[src/design/prg_pkg.sv]
// Shared package for the Pascal row generator: field widths, store depth,
// controller state type and the controller/datapath command and status structs.
// No dependencies.
package prg_pkg;

  localparam int unsigned RowW         = 6;
  localparam int unsigned CoefW        = 64;
  localparam int unsigned RowStoreDepth = 64;

  typedef enum logic [2:0] {
    StIdle,
    StInit,
    StEdge,
    StSweep,
    StEmitRd,
    StEmitLd
  } state_e;

  typedef struct packed {
    logic we;        // write the row store
    logic wsel_one;  // write data is the edge value 1, else the pair sum
    logic re;        // read the row store
    logic load_b;    // capture read data into the upper-neighbor register
    logic load_out;  // load the output register from read data
    logic out_last;  // last flag for the item being loaded
  } cmd_t;

  typedef struct packed {
    logic out_free;  // output register is empty or drains this cycle
  } status_t;

endpackage

[src/design/prg_ram.sv]
// Generic single-write, single-read RAM with registered read data.
// No dependencies.
module prg_ram #(
  parameter int unsigned Width = 64,
  parameter int unsigned Depth = 64
) (
  input  logic                     clk_i,
  input  logic                     we_i,
  input  logic [$clog2(Depth)-1:0] waddr_i,
  input  logic [Width-1:0]         wdata_i,
  input  logic                     re_i,
  input  logic [$clog2(Depth)-1:0] raddr_i,
  output logic [Width-1:0]         rdata_o
);

  logic [Width-1:0] mem_q [Depth];
  logic [Width-1:0] rdata_q;

  always_ff @(posedge clk_i) begin
    if (we_i) begin
      mem_q[waddr_i] <= wdata_i;
    end
    if (re_i) begin
      rdata_q <= mem_q[raddr_i];
    end
  end

  assign rdata_o = rdata_q;

endmodule

[src/design/prg_datapath.sv]
// Datapath of the Pascal row generator: row store, pair adder and output register.
// Depends on prg_pkg and prg_ram.
module prg_datapath #(
  parameter int unsigned Depth = prg_pkg::RowStoreDepth,
  localparam int unsigned AW   = $clog2(Depth)
) (
  input  logic                       clk_i,
  input  logic                       rst_ni,
  input  prg_pkg::cmd_t              cmd_i,
  input  logic [AW-1:0]              waddr_i,
  input  logic [AW-1:0]              raddr_i,
  input  logic [AW-1:0]              out_pos_i,
  output prg_pkg::status_t           status_o,
  output logic                       out_valid_o,
  input  logic                       out_ready_i,
  output logic [prg_pkg::CoefW-1:0]  coefficient_o,
  output logic [prg_pkg::RowW-1:0]   position_o,
  output logic                       last_o
);

  logic [prg_pkg::CoefW-1:0] rdata;
  logic [prg_pkg::CoefW-1:0] wdata;
  logic [prg_pkg::CoefW-1:0] b_q;
  logic                      out_valid_q, out_valid_d;
  logic [prg_pkg::CoefW-1:0] coef_q;
  logic [prg_pkg::RowW-1:0]  pos_q;
  logic                      last_q;

  // Edge entries are 1; inner entries are old row[j] plus old row[j-1].
  assign wdata = cmd_i.wsel_one ? prg_pkg::CoefW'(1) : (b_q + rdata);

  prg_ram #(
    .Width (prg_pkg::CoefW),
    .Depth (Depth)
  ) u_row_store (
    .clk_i   (clk_i),
    .we_i    (cmd_i.we),
    .waddr_i (waddr_i),
    .wdata_i (wdata),
    .re_i    (cmd_i.re),
    .raddr_i (raddr_i),
    .rdata_o (rdata)
  );

  always_ff @(posedge clk_i) begin
    if (cmd_i.load_b) begin
      b_q <= rdata;
    end
    if (cmd_i.load_out) begin
      coef_q <= rdata;
      pos_q  <= prg_pkg::RowW'(out_pos_i);
      last_q <= cmd_i.out_last;
    end
  end

  always_comb begin
    out_valid_d = out_valid_q;
    if (cmd_i.load_out) begin
      out_valid_d = 1'b1;
    end else if (out_ready_i) begin
      out_valid_d = 1'b0;
    end
  end

  always_ff @(posedge clk_i or negedge rst_ni) begin
    if (!rst_ni) begin
      out_valid_q <= 1'b0;
    end else begin
      out_valid_q <= out_valid_d;
    end
  end

  assign status_o.out_free = !out_valid_q || out_ready_i;
  assign out_valid_o       = out_valid_q;
  assign coefficient_o     = coef_q;
  assign position_o        = pos_q;
  assign last_o            = last_q;

endmodule

[config.mk]
export PLATFORM = sky130hd
export DESIGN_NAME = prg_datapath
export DESIGN_NICKNAME = d
export VERILOG_FILES = /design/src/design/prg_pkg.sv /design/src/design/prg_ram.sv /design/src/design/prg_datapath.sv
export SDC_FILE = /design/constraint.sdc
export NUM_CORES = 2
export LEC_CHECK = 0
export BUFFER_PORTS_ARGS = -buffer_cell sky130_fd_sc_hd__buf_2
export CORE_MARGIN = 1.5
export CORE_UTILIZATION = 25
export DETAILED_ROUTE_END_ITERATION = 16
export SKIP_CTS_REPAIR_TIMING = 1
export SLEW_MARGIN = 10
export SYNTH_ARGS = -nofsm -noshare
export SYNTH_HDL_FRONTEND = slang
export SYNTH_SLANG_ARGS = --single-unit
[constraint.sdc]
create_clock -name clk_i -period 7.8 [get_ports clk_i]
set_clock_uncertainty 0.15 [all_clocks]
set_input_delay 1.17 -clock clk_i [delete_from_list [all_inputs] [get_ports clk_i]]
set_output_delay 1.17 -clock clk_i [all_outputs]
set_load 0.01 [all_outputs]
After elaboration in Yosys (flattened, before gate mapping). Memory sizes are Yosys's and may differ from the RTL's. A register that Yosys moved wholly into a read port is not among the register bits. Cells that the tools add are included. W data, S select, Z words.

Add/subtract/negate cells: 1. Multiplexer cells: 5. Reductions and logical operators: 3.

Operators by type and width (count): $add A64 B64 Y64 (1); $mux W64 (1); $mux W1 (4); $reduce_bool A2 Y1 (1); $logic_not A1 Y1 (1); $logic_or A1 B1 Y1 (1).

Register bits: 136. Memory bits (writable): 4096. Input port bits: 27. Output and inout bits: 73. Word-level logic and storage cells: 15. Memories kept: 1.

Memory list: u_row_store.mem_q (depth 64, width 64, rd ports 1, clocked after memory_dff 1, write ports 1, line prg_ram.sv:16) `logic [Width-1:0] mem_q [Depth];`.

Depth between registers and ports, before layout.
Depth after elaboration: 2. Mapped depth: 13. Mapped depth without buffers: 13.

Cells and area by module. From an unflattened synthesis, not the netlist that was laid out.

Cell total of the unflattened synthesis: 7385. Area total of the unflattened synthesis: 165273.5 um^2.

By module, submodules not included: prg_ram (times used 1, cells an instance 6598, area an instance 156989.3 um^2, sequential area each 124919.8 um^2); prg_datapath (times used 1, cells an instance 787, area an instance 8284.2 um^2, sequential area each 4078.9 um^2).

Least setup slack after synthesis. No wires, ideal clock.

Path type: input to register. Start point: input waddr_i[3]. End point: memory u_row_store.mem_q[48][0] (enable). Arrival time: 6.016 ns. Path slack: 1.070 ns. Stages on the path: 4. Path buffers: 1. Cells stage by stage: clkbuf_1 -> nor2b_1 -> nand4b_1 -> nor3_1.

RTL lines: start: declaration (line prg_datapath.sv:10) `input logic [AW-1:0] waddr_i,`; end: declaration (line prg_ram.sv:16).

No word-level cell before the write port.

Worst setup path after layout.
Start point: register u_row_store.rdata_q[0], in the netlist u_row_store.rdata_o[0] (read register of u_row_store.mem_q). End point: memory u_row_store.mem_q[36][52], data pin.

Word-level cells in the longest chain between the ends: 2.

Ends and longest elaborated chain: start: declaration (line prg_ram.sv:17) `logic [Width-1:0] rdata_q;`; $add A64 B64 Y64 (line prg_datapath.sv:30) `assign wdata = cmd_i.wsel_one ? prg_pkg::CoefW'(1) : (b_q + rdata);`; $mux W64 (line prg_datapath.sv:30); named net u_row_store.wdata_i[52] (line prg_ram.sv:10) `input logic [Width-1:0] wdata_i,`.

The timed path passes the listed nets, and every way through them passes these cells.

==> metrics.txt <==
outcome complete, no violations; vias per inst 4.91; largest net degree at the start of global routing 152; Avg Cell Area, Syn 24.7 um^2; number of global-route vias before repair between 70000 and 80000; post-synthesis sequential area ratio 78.2%; clock-pin slew of the registers on the worst-case setup and hold paths 0.06 ns; Final Hold Fails 0; P per Cell Area around 270 nW/um^2; hold crit path type in2reg; H-tree depth 5; CTS tree built; routability cong. approximately 0.82; DRC 0; Switch Pwr 11.8 mW; Synth Cell Area 165000 um^2; MaxCap Viol Count 0; CTS buffer count 420; Worst Setup End Kind flip-flop; Layout fillers 63000; sw frac 23.0%; initial core utilization between 20% and 30%; Worst Max-Slew Pin Slew 1.32 ns; first-pass GRT wire length 660 mm; setup repair after global routing missed its margin false; Post-Place Worst Slack about 1.8 ns; core area 658000 um^2; Post-Synth Simple-Gate Area less than 1%; FP Rows 298; GRT Total Usage 14.1%; FF+latch count, synth 4296; combinational share of power 7.8%; VDD IR-drop max 211 uV; multiplexer area fraction after synthesis 18.4%; chip width 815 um; drt first pass iters 5; Overall Power 51.0 mW; critical path type reg2reg; Synth Area in Compound Gates 0.874%; initial antenna violation count 27; part of the power in registers a little over half; fmax 167 MHz; Root Buffer clkbuf_16; xor/xnor share of the synthesized area less than 1%; Boundary Pins 100; Synth warnings 0; worst path required time between 8 and 9 ns; Fin Setup TNS 0 ns; area grow syn2layout 16.6%; Final #Nets 7179; CP Data Arrival Time 6.55 ns; Gate Count Post-Synth roughly 6700; clk sink count 4296; Final period util around three quarters; crit start category flip-flop; Post-synth EDFFs 4295; Iteration-0 DRC Markers 12000; CTS max path bufs 4; setup slack after layout approximately 1.8 ns; DP HPWL around 250 mm; minimum clock period 5.99 ns; most common cell after layout, fill and taps aside edfxtp_1; LEAKAGE 58.4 nW; Slew headroom between 10% and 20%; total gr overflow 0; post-synthesis adder-cell area fraction less than 1%; drt total wl 487 mm; Slew Viols, Final 0; port bufs 99; Clk pwr share 39.4%; library cells used by synthesis 65; die area 664000 um^2; most frequent cells in the layout 4295 x edfxtp_1, 1344 x mux4_2, 421 x clkbuf_16; syn_nets 6754; ANT nets after route 0; clk_lat worst skew between 1 and 1.5 ns; Chip Height 815 um; total number of vias slightly below 80000; Int Power 39.3 mW; Most used DFF post-synth edfxtp_1; crit-path max FO 33; average wire per standard cell around 30 um; post-synthesis async set-or-reset flop share 0.0233%; final count of negative-setup-slack endpoints 0; largest family of logic cells by synthesized area multiplexers; share of layout cells above drive strength 1 32.5%
==> power groups by stage <==
stage | Sequential [mW] | Clock (mW) | Combinational [mW]
5_1_grt | 27.0 | 21.2 | 4.22
4_1_cts | 27.0 | 20.4 | 3.84
3_5_place_dp | 27.5 | 0 | 3.83
2_1_floorplan | 27.5 | 0 | 2.33
3_3_place_gp | 27.5 | 0 | 3.66
6_report | 27.0 | 20.1 | 3.96
==> cell usage after synthesis (5+ instances only) <==
master       n  area share (%)
a211oi_1     6           0.027
a21o_1      38            0.17
a21oi_1     77            0.23
a31oi_1      8           0.030
and3_1       6           0.023
buf_1       62            0.14
buf_2       26           0.079
clkbuf_1   250            0.57
edfxtp_1  4295              78
ha_1        63            0.48
inv_1       19           0.043
mux4_2    1344              18
nand2_1     56            0.13
nand2b_1     9           0.034
nand3_1     15           0.046
nand4_1     21           0.080
nor2_1     159            0.36
nor2b_1     17           0.065
nor3_1      18           0.055
o211ai_1     5           0.023
o21ai_0     34            0.10
o21bai_1    12           0.055
xnor2_1     27            0.14
xor2_1      26            0.14
==> flip-flops by register name, summed over array words and instances, names as in the netlist <==
name                 cells
u_row_store.mem_q     4096
coefficient_o           64
u_row_store.rdata_o     64
last_o                   1
position_o               6
b_q                     64
out_valid_o              1
==> final timing paths <==
kind / from / end / slack (ns) / cells after the start
min in group asynchronous: rst_ni / out_valid_o$_DFFE_PN0P_ / 0.36 / 2
max in group asynchronous: rst_ni / out_valid_o$_DFFE_PN0P_ / 7.06 / 2
min reg2reg: u_row_store.rdata_o[17]$_DFFE_PP_ / b_q[17]$_DFFE_PP_ / 0.34 / 0
max: u_row_store.rdata_o[0]$_DFFE_PP_ / u_row_store.mem_q[36][52]$_DFFE_PP_ / 1.81 / 15
min: out_pos_i[2] / position_o[2]$_DFFE_PP_ / 0.29 / 1
max reg2reg: u_row_store.rdata_o[0]$_DFFE_PP_ / u_row_store.mem_q[36][52]$_DFFE_PP_ / 1.81 / 15
==> stage by stage <==
stage | instance area (um^2) | hold slack, ns | util [%] | std cells
5_1_grt | 192000 | 0.246 | 29.2 | 16100
6_report | 192000 | 0.289 | 29.2 | 16200
3_3_place_gp | 178000 | 0.315 | 27.1 | 15300
3_5_place_dp | 178000 | 0.325 | 27.1 | 15300
4_1_cts | 192000 | -0.248 | 29.2 | 16100
2_1_floorplan | 165000 | 0.302 | - | 6663
==> critical path, stage by stage (launching register included) <==
cell and delay (ns):
edfxtp_1 0.39, ha_1 0.24, inv_1 0.09, fa_1 0.41
nor2b_1 0.26, o2111ai_1 0.20, a21oi_1 0.42, o211ai_1 0.21
o211ai_1 0.28, a41oi_1 0.60, o21ai_0 0.59, buf_4 0.24
o21ai_0 0.11, xor2_1 0.18, nor2_2 0.85, buf_4 0.44
==> metal layers <==
metal / part of all wire, % / GRT usage (%)
met4: 3.3 / 4.28
met1: 38 / 18.9
met2: 48 / 22.8
met5: 0.014 / 0
met3: 11 / 3.29
==> cell families (layout without fill, tap and decap cells) <==
logic type | count (synthesis) | in the layout
AOI/OAI and AO/OA | 221 | 221
adders and majority gates | 64 | 64
xor gates and xnor gates | 53 | 53
other | 0 | 19
DFF | 4296 | 4296
and+or+nand+nor | 324 | 324
muxes | 1347 | 1347
buffers and inverters | 358 | 1131
==> layout make-up <==
cell class / count / area, um^2 / share of cell area [%]
repair buffers: 342 / 3340 / 1.74
well taps: 8700 / 10900 / 5.66
clock buffers: 500 / 10800 / 5.63
inverters: 19 / 71.3 / 0.0371
flip-flops and latches: 4296 / 129000 / 67.1
clock inverters: 270 / 2740 / 1.43
multi-input cells: 2009 / 35300 / 18.4
diodes: 19 / 47.5 / 0.0247
Note: power is estimated with default switching activity, not from simulation.
