**config.mk**
```make
export PLATFORM = sky130hd
export DESIGN_NAME = prg_ctrl
export DESIGN_NICKNAME = d
export VERILOG_FILES = /design/src/design/prg_pkg.sv /design/src/design/prg_ctrl.sv
export SDC_FILE = /design/constraint.sdc
export NUM_CORES = 1
export LEC_CHECK = 0
export BUFFER_PORTS_ARGS = -buffer_cell sky130_fd_sc_hd__buf_2
export CORE_ASPECT_RATIO = 1.5
export CORE_MARGIN = 4
export CORE_UTILIZATION = 40
export DETAILED_ROUTE_END_ITERATION = 10
export PLACE_DENSITY = 0.68
export REMOVE_ABC_BUFFERS = 1
export SYNTH_ARGS = -nofsm -noshare
export SYNTH_HDL_FRONTEND = slang
export SYNTH_SLANG_ARGS = --single-unit
```
**constraint.sdc**
```tcl
create_clock -name clk_i -period 7.84 [get_ports clk_i]
set_clock_uncertainty 0.2 [all_clocks]
set_input_delay 2.352 -clock clk_i [delete_from_list [all_inputs] [get_ports clk_i]]
set_output_delay 2.352 -clock clk_i [all_outputs]
set_load 0.02 [all_outputs]
```
**src/design/prg_pkg.sv**
```systemverilog
// Shared package for the Pascal row generator: field widths, store depth,
// controller state type and the controller/datapath command and status structs.
// No dependencies.
package prg_pkg;

  localparam int unsigned RowW         = 6;
  localparam int unsigned CoefW        = 64;
  localparam int unsigned RowStoreDepth = 64;

  typedef enum logic [2:0] {
    StIdle,
    StInit,
    StEdge,
    StSweep,
    StEmitRd,
    StEmitLd
  } state_e;

  typedef struct packed {
    logic we;        // write the row store
    logic wsel_one;  // write data is the edge value 1, else the pair sum
    logic re;        // read the row store
    logic load_b;    // capture read data into the upper-neighbor register
    logic load_out;  // load the output register from read data
    logic out_last;  // last flag for the item being loaded
  } cmd_t;

  typedef struct packed {
    logic out_free;  // output register is empty or drains this cycle
  } status_t;

endpackage

```
**src/design/prg_ctrl.sv**
```systemverilog
// Controller of the Pascal row generator: row/sweep/emit sequencing and addresses.
// Depends on prg_pkg.
module prg_ctrl #(
  parameter int unsigned Depth = prg_pkg::RowStoreDepth,
  localparam int unsigned AW   = $clog2(Depth)
) (
  input  logic                     clk_i,
  input  logic                     rst_ni,
  input  logic                     in_valid_i,
  output logic                     in_ready_o,
  input  logic [prg_pkg::RowW-1:0] row_index_i,
  output prg_pkg::cmd_t            cmd_o,
  output logic [AW-1:0]            waddr_o,
  output logic [AW-1:0]            raddr_o,
  output logic [AW-1:0]            out_pos_o,
  input  prg_pkg::status_t         status_i
);

  localparam logic [prg_pkg::RowW:0] MaxRow = (prg_pkg::RowW + 1)'(Depth - 1);

  prg_pkg::state_e state_q, state_d;
  logic [AW-1:0]   n_q, n_d;
  logic [AW-1:0]   i_q, i_d;
  logic [AW-1:0]   j_q, j_d;
  logic [AW-1:0]   k_q, k_d;

  // Next state.
  always_comb begin
    state_d = state_q;
    unique case (state_q)
      prg_pkg::StIdle: begin
        if (in_valid_i) state_d = prg_pkg::StInit;
      end
      prg_pkg::StInit: begin
        state_d = (n_q == '0) ? prg_pkg::StEmitRd : prg_pkg::StEdge;
      end
      prg_pkg::StEdge: begin
        if (i_q != AW'(1)) begin
          state_d = prg_pkg::StSweep;
        end else if (i_q == n_q) begin
          state_d = prg_pkg::StEmitRd;
        end
      end
      prg_pkg::StSweep: begin
        if (j_q == '0) begin
          state_d = (i_q == n_q) ? prg_pkg::StEmitRd : prg_pkg::StEdge;
        end
      end
      prg_pkg::StEmitRd: begin
        if (status_i.out_free) state_d = prg_pkg::StEmitLd;
      end
      prg_pkg::StEmitLd: begin
        state_d = (k_q == n_q) ? prg_pkg::StIdle : prg_pkg::StEmitRd;
      end
      default: state_d = prg_pkg::StIdle;
    endcase
  end

  // Outputs and counter updates.
  always_comb begin
    cmd_o      = '0;
    waddr_o    = '0;
    raddr_o    = '0;
    in_ready_o = 1'b0;
    n_d        = n_q;
    i_d        = i_q;
    j_d        = j_q;
    k_d        = k_q;
    unique case (state_q)
      prg_pkg::StIdle: begin
        in_ready_o = 1'b1;
        if (in_valid_i) begin
          if ({1'b0, row_index_i} > MaxRow) begin
            n_d = AW'(Depth - 1);
          end else begin
            n_d = row_index_i[AW-1:0];
          end
        end
      end
      prg_pkg::StInit: begin
        cmd_o.we       = 1'b1;
        cmd_o.wsel_one = 1'b1;
        i_d            = AW'(1);
        k_d            = '0;
      end
      prg_pkg::StEdge: begin
        cmd_o.we       = 1'b1;
        cmd_o.wsel_one = 1'b1;
        waddr_o        = i_q;
        if (i_q != AW'(1)) begin
          cmd_o.re = 1'b1;
          raddr_o  = i_q - AW'(1);
          j_d      = i_q - AW'(1);
        end else if (i_q != n_q) begin
          i_d = i_q + AW'(1);
        end
      end
      prg_pkg::StSweep: begin
        // Read data holds old row[j]; the first read only primes the neighbor.
        cmd_o.load_b = 1'b1;
        if (j_q != i_q - AW'(1)) begin
          cmd_o.we = 1'b1;
          waddr_o  = j_q + AW'(1);
        end
        if (j_q != '0) begin
          cmd_o.re = 1'b1;
          raddr_o  = j_q - AW'(1);
          j_d      = j_q - AW'(1);
        end else if (i_q != n_q) begin
          i_d = i_q + AW'(1);
        end
      end
      prg_pkg::StEmitRd: begin
        if (status_i.out_free) begin
          cmd_o.re = 1'b1;
          raddr_o  = k_q;
        end
      end
      prg_pkg::StEmitLd: begin
        cmd_o.load_out = 1'b1;
        cmd_o.out_last = (k_q == n_q);
        if (k_q != n_q) k_d = k_q + AW'(1);
      end
      default: begin
      end
    endcase
  end

  assign out_pos_o = k_q;

  always_ff @(posedge clk_i or negedge rst_ni) begin
    if (!rst_ni) begin
      state_q <= prg_pkg::StIdle;
      n_q     <= '0;
      i_q     <= '0;
      j_q     <= '0;
      k_q     <= '0;
    end else begin
      state_q <= state_d;
      n_q     <= n_d;
      i_q     <= i_d;
      j_q     <= j_d;
      k_q     <= k_d;
    end
  end

  a_sweep_below_row: assert property (@(posedge clk_i) disable iff (!rst_ni)
    state_q == prg_pkg::StSweep |-> (j_q < i_q && i_q <= n_q))
    else $error("sweep pointer outside the row being built");

  a_no_port_clash: assert property (@(posedge clk_i) disable iff (!rst_ni)
    (cmd_o.we && cmd_o.re) |-> waddr_o != raddr_o)
    else $error("row store read and write hit the same entry");

  a_load_after_read: assert property (@(posedge clk_i) disable iff (!rst_ni)
    cmd_o.load_out |-> $past(state_q == prg_pkg::StEmitRd && status_i.out_free))
    else $error("output loaded without a granted read");

  a_emit_in_row: assert property (@(posedge clk_i) disable iff (!rst_ni)
    (state_q == prg_pkg::StEmitRd || state_q == prg_pkg::StEmitLd) |-> k_q <= n_q)
    else $error("emit position beyond row end");

endmodule

```
## Word-level counts from Yosys, hierarchy flattened

Index checks and enable logic that the tools add are counted.

- Register bits after elaboration: 27
- Input port bits: 10
- Logic and storage cells: 77

- Add/subtract/negate cells: 5
- Equal/unequal tests: 20
- Muxes and demuxes: 34
- Reduce and logical (&&, ||, !) cells: 13

Operators by type and width:

| cell | number |
|---|---|
| $mux W6 | 10 |
| $pmux W6 S2 | 3 |
| $pmux W6 S3 | 2 |
| $mux W3 | 8 |
| $add A6 B1 Y6 const B | 3 |
| $ne A6 B6 Y1 | 3 |
| $pmux W3 S6 | 1 |
| $ne A2 B2 Y1 const B | 8 |
| $eq A6 B6 Y1 | 2 |
| $logic_not A6 Y1 | 2 |
| $sub A6 B1 Y6 const B | 2 |
| $mux W1 | 7 |
| $eq A3 B2 Y1 const B | 2 |
| $eq A3 B3 Y1 const B | 2 |
| $ne A6 B1 Y1 const B | 1 |
| $reduce_and A3 Y1 | 2 |
| $reduce_bool A6 Y1 | 1 |
| $reduce_and A2 Y1 | 2 |
| $reduce_and A4 Y1 | 1 |
| $reduce_bool A2 Y1 | 2 |
| $eq A3 B1 Y1 const B | 1 |
| $logic_not A3 Y1 | 1 |
| $ne A3 B3 Y1 const B | 1 |
| $pmux W1 S3 | 1 |
| other kinds (4) | 4 |

## Depth between registers and ports, before layout

Gate-level depths: netlist of run 1.

- Depth after elaboration: 4
- Depth in mapped cells: 9

## Least setup slack after synthesis of run 1

No wires, ideal clock.

- Path type: input to output
- From: input port status_i
- To: output port raddr_o[3]
- Data arrival time: 2977 ps
- Data required time: 5288 ps
- Path slack: 2311 ps
- Stages: 4
- Buffers on the path: 0
- Cells stage by stage: inv_1 -> nor2_1 -> a21oi_1 -> o21ai_0

- Cells in the longest elaborated chain, start to end: 2

RTL lines:

| element | line | source |
|---|---|---|
| from (decl) | prg_ctrl.sv:16 | `input prg_pkg::status_t status_i` |
| $mux W6 | prg_ctrl.sv:114 | `if (status_i.out_free) begin` |
| $pmux W6 S3 | prg_ctrl.sv:69 | `unique case (state_q)` |
| to (decl) | prg_ctrl.sv:14 | `output logic [AW-1:0] raddr_o,` |

Every way passes these cells.

## Worst setup path after layout of run 1

- From: input port status_i
- To: output port raddr_o[0]

The elaborated chain is that of the path after synthesis.

==> results of run 1 <==
sequential cells by signal (all words and copies together), names as in the netlist:
signal / count
state_q: 3
out_pos_o: 6
j_q: 6
i_q: 6
n_q: 6
cells in the final DEF, fill, tap and decap left out, types with 3 or more instances in the layout:
cell type | netlist | routed
a21o_1 | 5 | 5
a21oi_1 | 11 | 11
a32o_1 | 6 | 6
and3_1 | 4 | 4
buf_2 | 7 | 34
clkbuf_8 | 0 | 3
dfrtp_1 | 27 | 27
ha_1 | 7 | 7
inv_1 | 9 | 9
mux2_2 | 6 | 6
mux2i_1 | 4 | 4
nand2_1 | 24 | 24
nand2b_1 | 4 | 4
nand3_1 | 10 | 10
nand4_1 | 3 | 3
nor2_1 | 10 | 10
nor3_1 | 11 | 11
o21a_1 | 4 | 4
o21ai_0 | 9 | 9
or3_1 | 3 | 3
xnor2_1 | 20 | 20
xor2_1 | 10 | 10
stage by stage:
step                      cell area (um^2)  instances  utilization [%]  worst slack (ps)
after global routing                  2355        330            45.59              1829
after global placement                2305        326            44.62              2047
after CTS                             2355        330            45.59              2007
after detailed placement              2305        326            44.62              2019
final                                 2355        330            45.59              2009
after floorplan                       2049        224                -              2311
routing by layer:
layer	routed length, um	GRT usage [%]	vias to the layer above
li1	-	-	905
met1	2323	23.14	890
met2	2720	29.33	62
met3	249	1.726	15
met4	204	6.432	0
met5	0	0	-
power by group:
group	leakage (nW)	switching (mW)	internal (mW)	total, mW
Combinational	0.737	0.321	0.233	0.554
Sequential	0.343	0.0961	0.184	0.280
Clock	0.0261	0.0506	0.0375	0.0880
Total	1.11	0.468	0.454	0.922
area by class of cell:
type | count | area share [%]
clock buffers | 3 | 1.753
well taps | 68 | 3.613
clock inverters | 1 | 0.3719
flip-flops and latches | 27 | 28.69
inverters | 9 | 1.435
repair buffers | 34 | 7.226
multi-input cells | 188 | 56.91
final timing paths:
kind                                from           end
max in group asynchronous         rst_ni        j_q[4]
worst max-delay path            status_i    raddr_o[0]
worst min register to register    j_q[1]        j_q[1]
worst min-delay path              j_q[1]        j_q[1]
min in group asynchronous         rst_ni  out_pos_o[0]
worst max register to register    j_q[0]        j_q[0]
cell families (layout without fill, tap and decap cells):
| logic type | Yosys count | count (layout) | share of synthesized area (%) |
|---|---|---|---|
| AOI/OAI and AO/OA | 54 | 54 | 18.39 |
| buffers and inverters | 27 | 47 | 6.228 |
| adders and majority gates | 7 | 7 | 4.074 |
| muxes | 10 | 10 | 5.006 |
| DFF | 27 | 27 | 31.43 |
| and+or+nand+nor | 86 | 86 | 21.59 |
| xor gates and xnor gates | 31 | 31 | 13.27 |
==> impl_metrics.py, run 1 <==
metrics = {
    "worst_setup_path": {
        "crit_cells": 6,
        "critPathLaunchType": "input port",
        "crit_family": "simple AND/OR/NAND/NOR gates",
        "critical_path_peak_fanout": 7,
        "path_buf_inv": 3,
        "worst_path_max_delay_cell": "nor2_1",
        "critPathArrivalTime_ps": 3280,
        "end_kind": "output port",
        "crit_type": "in -> out",
        "slowest_delay_ps": 360,
        "cp.required_ps": 5290,
        "path_cells": "buf_2 -> inv_1 -> nor2_1 -> nand2_1 -> o221ai_1 -> buf_2",
        "rr_worst_depth": 7,
        "r2r_setup_slack_ps": 5060,
        "cpMostUsedCell": "buf_2",
    },
    "floorplanning": {
        "pin_count": 35,
        "die_h_um": 97.78,
        "row_count": 32,
        "dieArea_um2": 6635,
        "die_x_um": 67.86,
        "start_util_pct": 41.62,
        "fp.coreArea_um2": 5165,
    },
    "layout": {
        "nets": 280,
        "multi_input_area_um2": 1340,
        "area_growth_pct": 9.546,
        "drive_above_1_share_pct": 20.99,
        "fill_cells": 530,
        "ff_latch_area_um2": 675.6,
        "diodes": 0,
    },
    "cts": {
        "post_cts_buffers": 0,
        "cts_sinks": 27,
        "cts.htree.levels": 1,
        "cts_tree": "done",
        "cts_hold_buffers": 0,
        "clockBufferDepth": 2,
        "insertion_delay_ps": 280,
        "cts_inserted_buffers": 3,
        "cts.repair.resized": 0,
        "clk_pin_slew_ps": 100,
        "cts_root_buf": "clkbuf_8",
    },
    "synthesis": {
        "synth_common_cells": "dfrtp_1, nand2_1, xnor2_1, a21oi_1, nor3_1",
        "synth_top_area_share_pct": 31.43,
        "synth_ff_type": "dfrtp_1",
        "synth.yosys.seq_area_share_pct": 31.43,
        "ys_ff_latch": 27,
        "synth_area_leaders": "dfrtp_1, xnor2_1, nand2_1, ha_1, xor2_1",
        "synth_cell_types": 53,
        "synth_edf_count": 0,
        "yosysMostFrequentCell": "dfrtp_1",
        "synth_largest_area_cell": "dfrtp_1",
        "syn_area_per_cell_um2": 8.882,
        "syn_inst": 242,
        "syn_area_um2": 2150,
        "async_reset_ff_share_pct": 100.0,
        "yosysWarnings": 0,
    },
    "routing": {
        "ant_nets": 0,
        "drt-total-wl_mm": 5.498,
        "drt_iter0_markers": 84,
        "route.detailed.drc": 0,
        "vias": 1872,
        "via_per_inst": 5.673,
        "dr.pass1.iters": 4,
        "post_drt_wl_per_cell_um": 16.66,
    },
    "sta": {
        "setup_violations": 0,
        "worst_pin_slew_ps": 695.6,
        "max_freq_ghz": 0.1715,
        "layout_min_cycle_time_ps": 5831,
        "period_share_pct": 74.37,
        "final_max_slew_viol_count": 0,
        "tns_ps": 0,
        "finalHoldWorstSlack_ps": 405.9,
        "slew_headroom_pct": 53.32,
        "hold_viol_final": 0,
        "rsz0062_at_grt": "false",
    },
    "place": {
        "gp_congestion": 0.8486,
        "dp.final_hpwl_mm": 4.124,
        "port_buffers": 34,
    },
    "global_route": {
        "grt_usage_pct": 17.63,
        "grt_first_pass_wirelength_mm": 9.087,
        "antenna_found_initial": 0,
        "grt_pass1_vias": 1791,
        "grt_start_max_net_pins": 28,
        "grt_overflow": 0,
    },
    "power": {
        "p_leak_nw": 1.106,
        "power.density_nw_per_um2": 391.6,
        "finalPower_mw": 0.9222,
        "ir_drop_mv": 0.1520,
    },
    "outcome": {
        "status": "finished clean",
    },
    "job": {
        "max_cap_viol_count": 0,
    },
    "worst_hold_path": {
        "min_delay_path_depth": 1,
        "hp-class": "reg -> reg",
    },
}
Power figures use the tool's default switching activity.
==> run 2: changes to the inputs <==
--- a/config.mk
+++ b/config.mk
@@ -5,12 +5,13 @@
 export SDC_FILE = /design/constraint.sdc
 export NUM_CORES = 1
 export LEC_CHECK = 0
+export ABC_AREA = 1
 export BUFFER_PORTS_ARGS = -buffer_cell sky130_fd_sc_hd__buf_2
 export CORE_ASPECT_RATIO = 1.5
 export CORE_MARGIN = 4
 export CORE_UTILIZATION = 40
 export DETAILED_ROUTE_END_ITERATION = 10
-export PLACE_DENSITY = 0.68
+export PLACE_DENSITY = 0.7
 export REMOVE_ABC_BUFFERS = 1
 export SYNTH_ARGS = -nofsm -noshare
 export SYNTH_HDL_FRONTEND = slang
==> constraint.sdc (replaced) <==
create_clock -name clk_i -period 5.1 [get_ports clk_i]
set_clock_uncertainty 0.2 [all_clocks]
set_input_delay 1.53 -clock clk_i [delete_from_list [all_inputs] [get_ports clk_i]]
set_output_delay 1.53 -clock clk_i [all_outputs]
set_load 0.02 [all_outputs]
==> impl_metrics.py, run 2 <==
metrics = {
    "cts": {
        "post_cts_buffers": 0,
        "cts.htree.levels": 1,
        "cts_sinks": 27,
        "clk_pin_slew_ps": 90,
        "cts_root_buf": "clkbuf_8",
        "cts_inserted_buffers": 3,
        "clockBufferDepth": 2,
        "insertion_delay_ps": 280,
        "cts_hold_buffers": 0,
        "cts_tree": "done",
        "cts.repair.resized": 0,
    },
    "power": {
        "finalPower_mw": 0.3486,
        "p_sw_mw": 0.07607,
        "p_leak_nw": 1.332,
        "swShare_pct": 21.82,
        "seq_power_share_pct": 61.4,
        "power.density_nw_per_um2": 137.3,
        "comb_power_share_pct": 2.3,
        "ir_drop_mv": 0.1222,
        "p_int_mw": 0.2726,
        "clock_power_share_pct": 36.4,
    },
    "routing": {
        "post_drt_wl_per_cell_um": 14.49,
        "drt-total-wl_mm": 6.232,
        "dr.pass1.iters": 4,
        "route.detailed.drc": 0,
        "drt_iter0_markers": 132,
        "vias": 2280,
        "ant_nets": 0,
        "via_per_inst": 5.302,
    },
    "floorplanning": {
        "start_util_pct": 41.50,
        "row_count": 33,
        "die_h_um": 100.8,
        "dieArea_um2": 7041,
        "pin_count": 35,
        "die_x_um": 69.86,
        "fp.coreArea_um2": 5533,
    },
    "worst_setup_path": {
        "end_kind": "output port",
        "critical_path_peak_fanout": 10,
        "crit_type": "reg -> out",
        "critPathLaunchType": "register",
        "critPathArrivalTime_ps": 2600,
        "cp.required_ps": 3370,
    },
    "sta": {
        "finalHoldWorstSlack_ps": 404.6,
        "tns_ps": 0,
        "period_share_pct": 84.93,
        "hold_viol_final": 0,
        "worst_pin_slew_ps": 650.6,
        "final_max_slew_viol_count": 0,
        "slew_headroom_pct": 56.63,
        "max_freq_ghz": 0.2309,
        "rsz0062_at_grt": "false",
        "setup_violations": 0,
        "layout_min_cycle_time_ps": 4331,
    },
    "synthesis": {
        "synth_area_leaders": "dfrtp_1, nand2_1, nand3_1, xor2_1, inv_1",
        "ys_ff_latch": 27,
        "synth_top_area_share_pct": 29.43,
        "yosysMostFrequentCell": "nand2_1",
        "synth_largest_area_cell": "dfrtp_1",
        "syn_area_um2": 2296,
        "syn_area_per_cell_um2": 6.936,
        "syn_inst": 331,
        "synth.yosys.seq_area_share_pct": 29.43,
        "synth_cell_types": 33,
        "async_reset_ff_share_pct": 100.0,
        "synth_common_cells": "nand2_1, nand3_1, inv_1, nor2_1, dfrtp_1",
        "synth_edf_count": 0,
        "yosysWarnings": 0,
        "synth_ff_type": "dfrtp_1",
    },
    "layout": {
        "fin_area_um2": 2539,
        "final_cell_mix": "nand2_1, nand3_1, buf_2",
        "final_common_cell": "nand2_1",
        "final_util_pct": 45.88,
        "area_growth_pct": 10.57,
        "diodes": 0,
        "drive_above_1_share_pct": 19.72,
        "fill_cells": 610,
        "nets": 378,
    },
    "global_route": {
        "grt_usage_pct": 18.73,
        "grt_pass1_vias": 2205,
        "grt_overflow": 0,
        "antenna_found_initial": 0,
        "grt_start_max_net_pins": 28,
        "grt_first_pass_wirelength_mm": 10.59,
    },
    "job": {
        "max_cap_viol_count": 0,
    },
    "place": {
        "gp_congestion": 0.9115,
        "dp.final_hpwl_mm": 4.879,
        "placed_area_um2": 2494,
        "port_buffers": 34,
    },
    "outcome": {
        "status": "finished clean",
    },
    "worst_hold_path": {
        "hp-class": "reg -> reg",
    },
}
## run 2: cell count changes after synthesis, sizes merged, moves of 6 or more
cell,previous run,this run
xor2,10,20
nor3,11,4
a32o,6,0
nor2,10,36
inv,9,40
nand3,10,39
nand2,24,99
o21ai,11,21
xnor2,20,3
## run 2: per-stage QoR
step | setup WS, ps | instances
2_1_floorplan | 1125 | 322
3_3_place_gp | 905.6 | 426
3_5_place_dp | 915.5 | 426
4_1_cts | 789.8 | 430
5_1_grt | 610.1 | 430
6_report | 768.8 | 430
## run 2: worst max-delay path, stage by stage, from the launching register on
cell	delay [ps]
dfrtp_1	630
inv_2	190
ha_1	420
inv_1	100
nand2_1	60
nand2_1	50
nor2_1	90
nand2_1	70
nor2_1	130
nand3_2	190
nand2_1	130
nand3_1	80
buf_2	170
## run 2: cells by family (layout without fill, tap and decap cells)
kind of cell | count (synthesis) | in the layout | synth area share, %
AO/OA/AOI/OAI | 33 | 33 | 8.774
XOR/XNOR | 23 | 23 | 8.774
adder cells (fa/ha/maj) | 7 | 7 | 3.815
buffers and inverters | 49 | 78 | 9.265
flip-flops | 27 | 27 | 29.43
multiplexers | 2 | 2 | 0.9809
AND/OR/NAND/NOR | 190 | 190 | 38.96
## run 2: power groups by stage
stage	Clock, mW	Combinational [mW]	Sequential, mW
4_1_cts	0.130	0.00831	0.214
3_3_place_gp	0	0.00832	0.218
6_report	0.127	0.00785	0.214
2_1_floorplan	0	0.000259	0.218
3_5_place_dp	0	0.00833	0.218
5_1_grt	0.138	0.00938	0.214
## run 2: final cells by class
type | count | area (um^2) | share of cell area [%]
flip-flops and latches | 27 | 675.6 | 26.61
well taps | 70 | 87.58 | 3.450
multi-input cells | 255 | 1408 | 55.45
repair buffers | 34 | 170.2 | 6.703
inverters | 40 | 152.6 | 6.013
clock buffers | 4 | 45.04 | 1.774
## run 2: path summary, 6_finish.rpt
| check | from | endpoint | slack (ps) | depth (start not counted) |
|---|---|---|---|---|
| max reg2reg | j_q[0] | i_q[2] | 3030 | 9 |
| max in group asynchronous | rst_ni | i_q[2] | 3210 | 1 |
| max | i_q[0] | cmd_o[5] | 770 | 12 |
| min in group asynchronous | rst_ni | out_pos_o[4] | 1060 | 1 |
| min | n_q[1] | n_q[1] | 400 | 2 |
| min reg2reg | n_q[1] | n_q[1] | 400 | 2 |
## run 2: per-layer routing
layer	up-vias	share of wire, %	global-route usage (%)
met4	0	2.6	8.702
li1	1127	-	-
met5	-	0	0
met1	1061	41	22.27
met2	77	52	33.21
met3	15	4.4	2.495
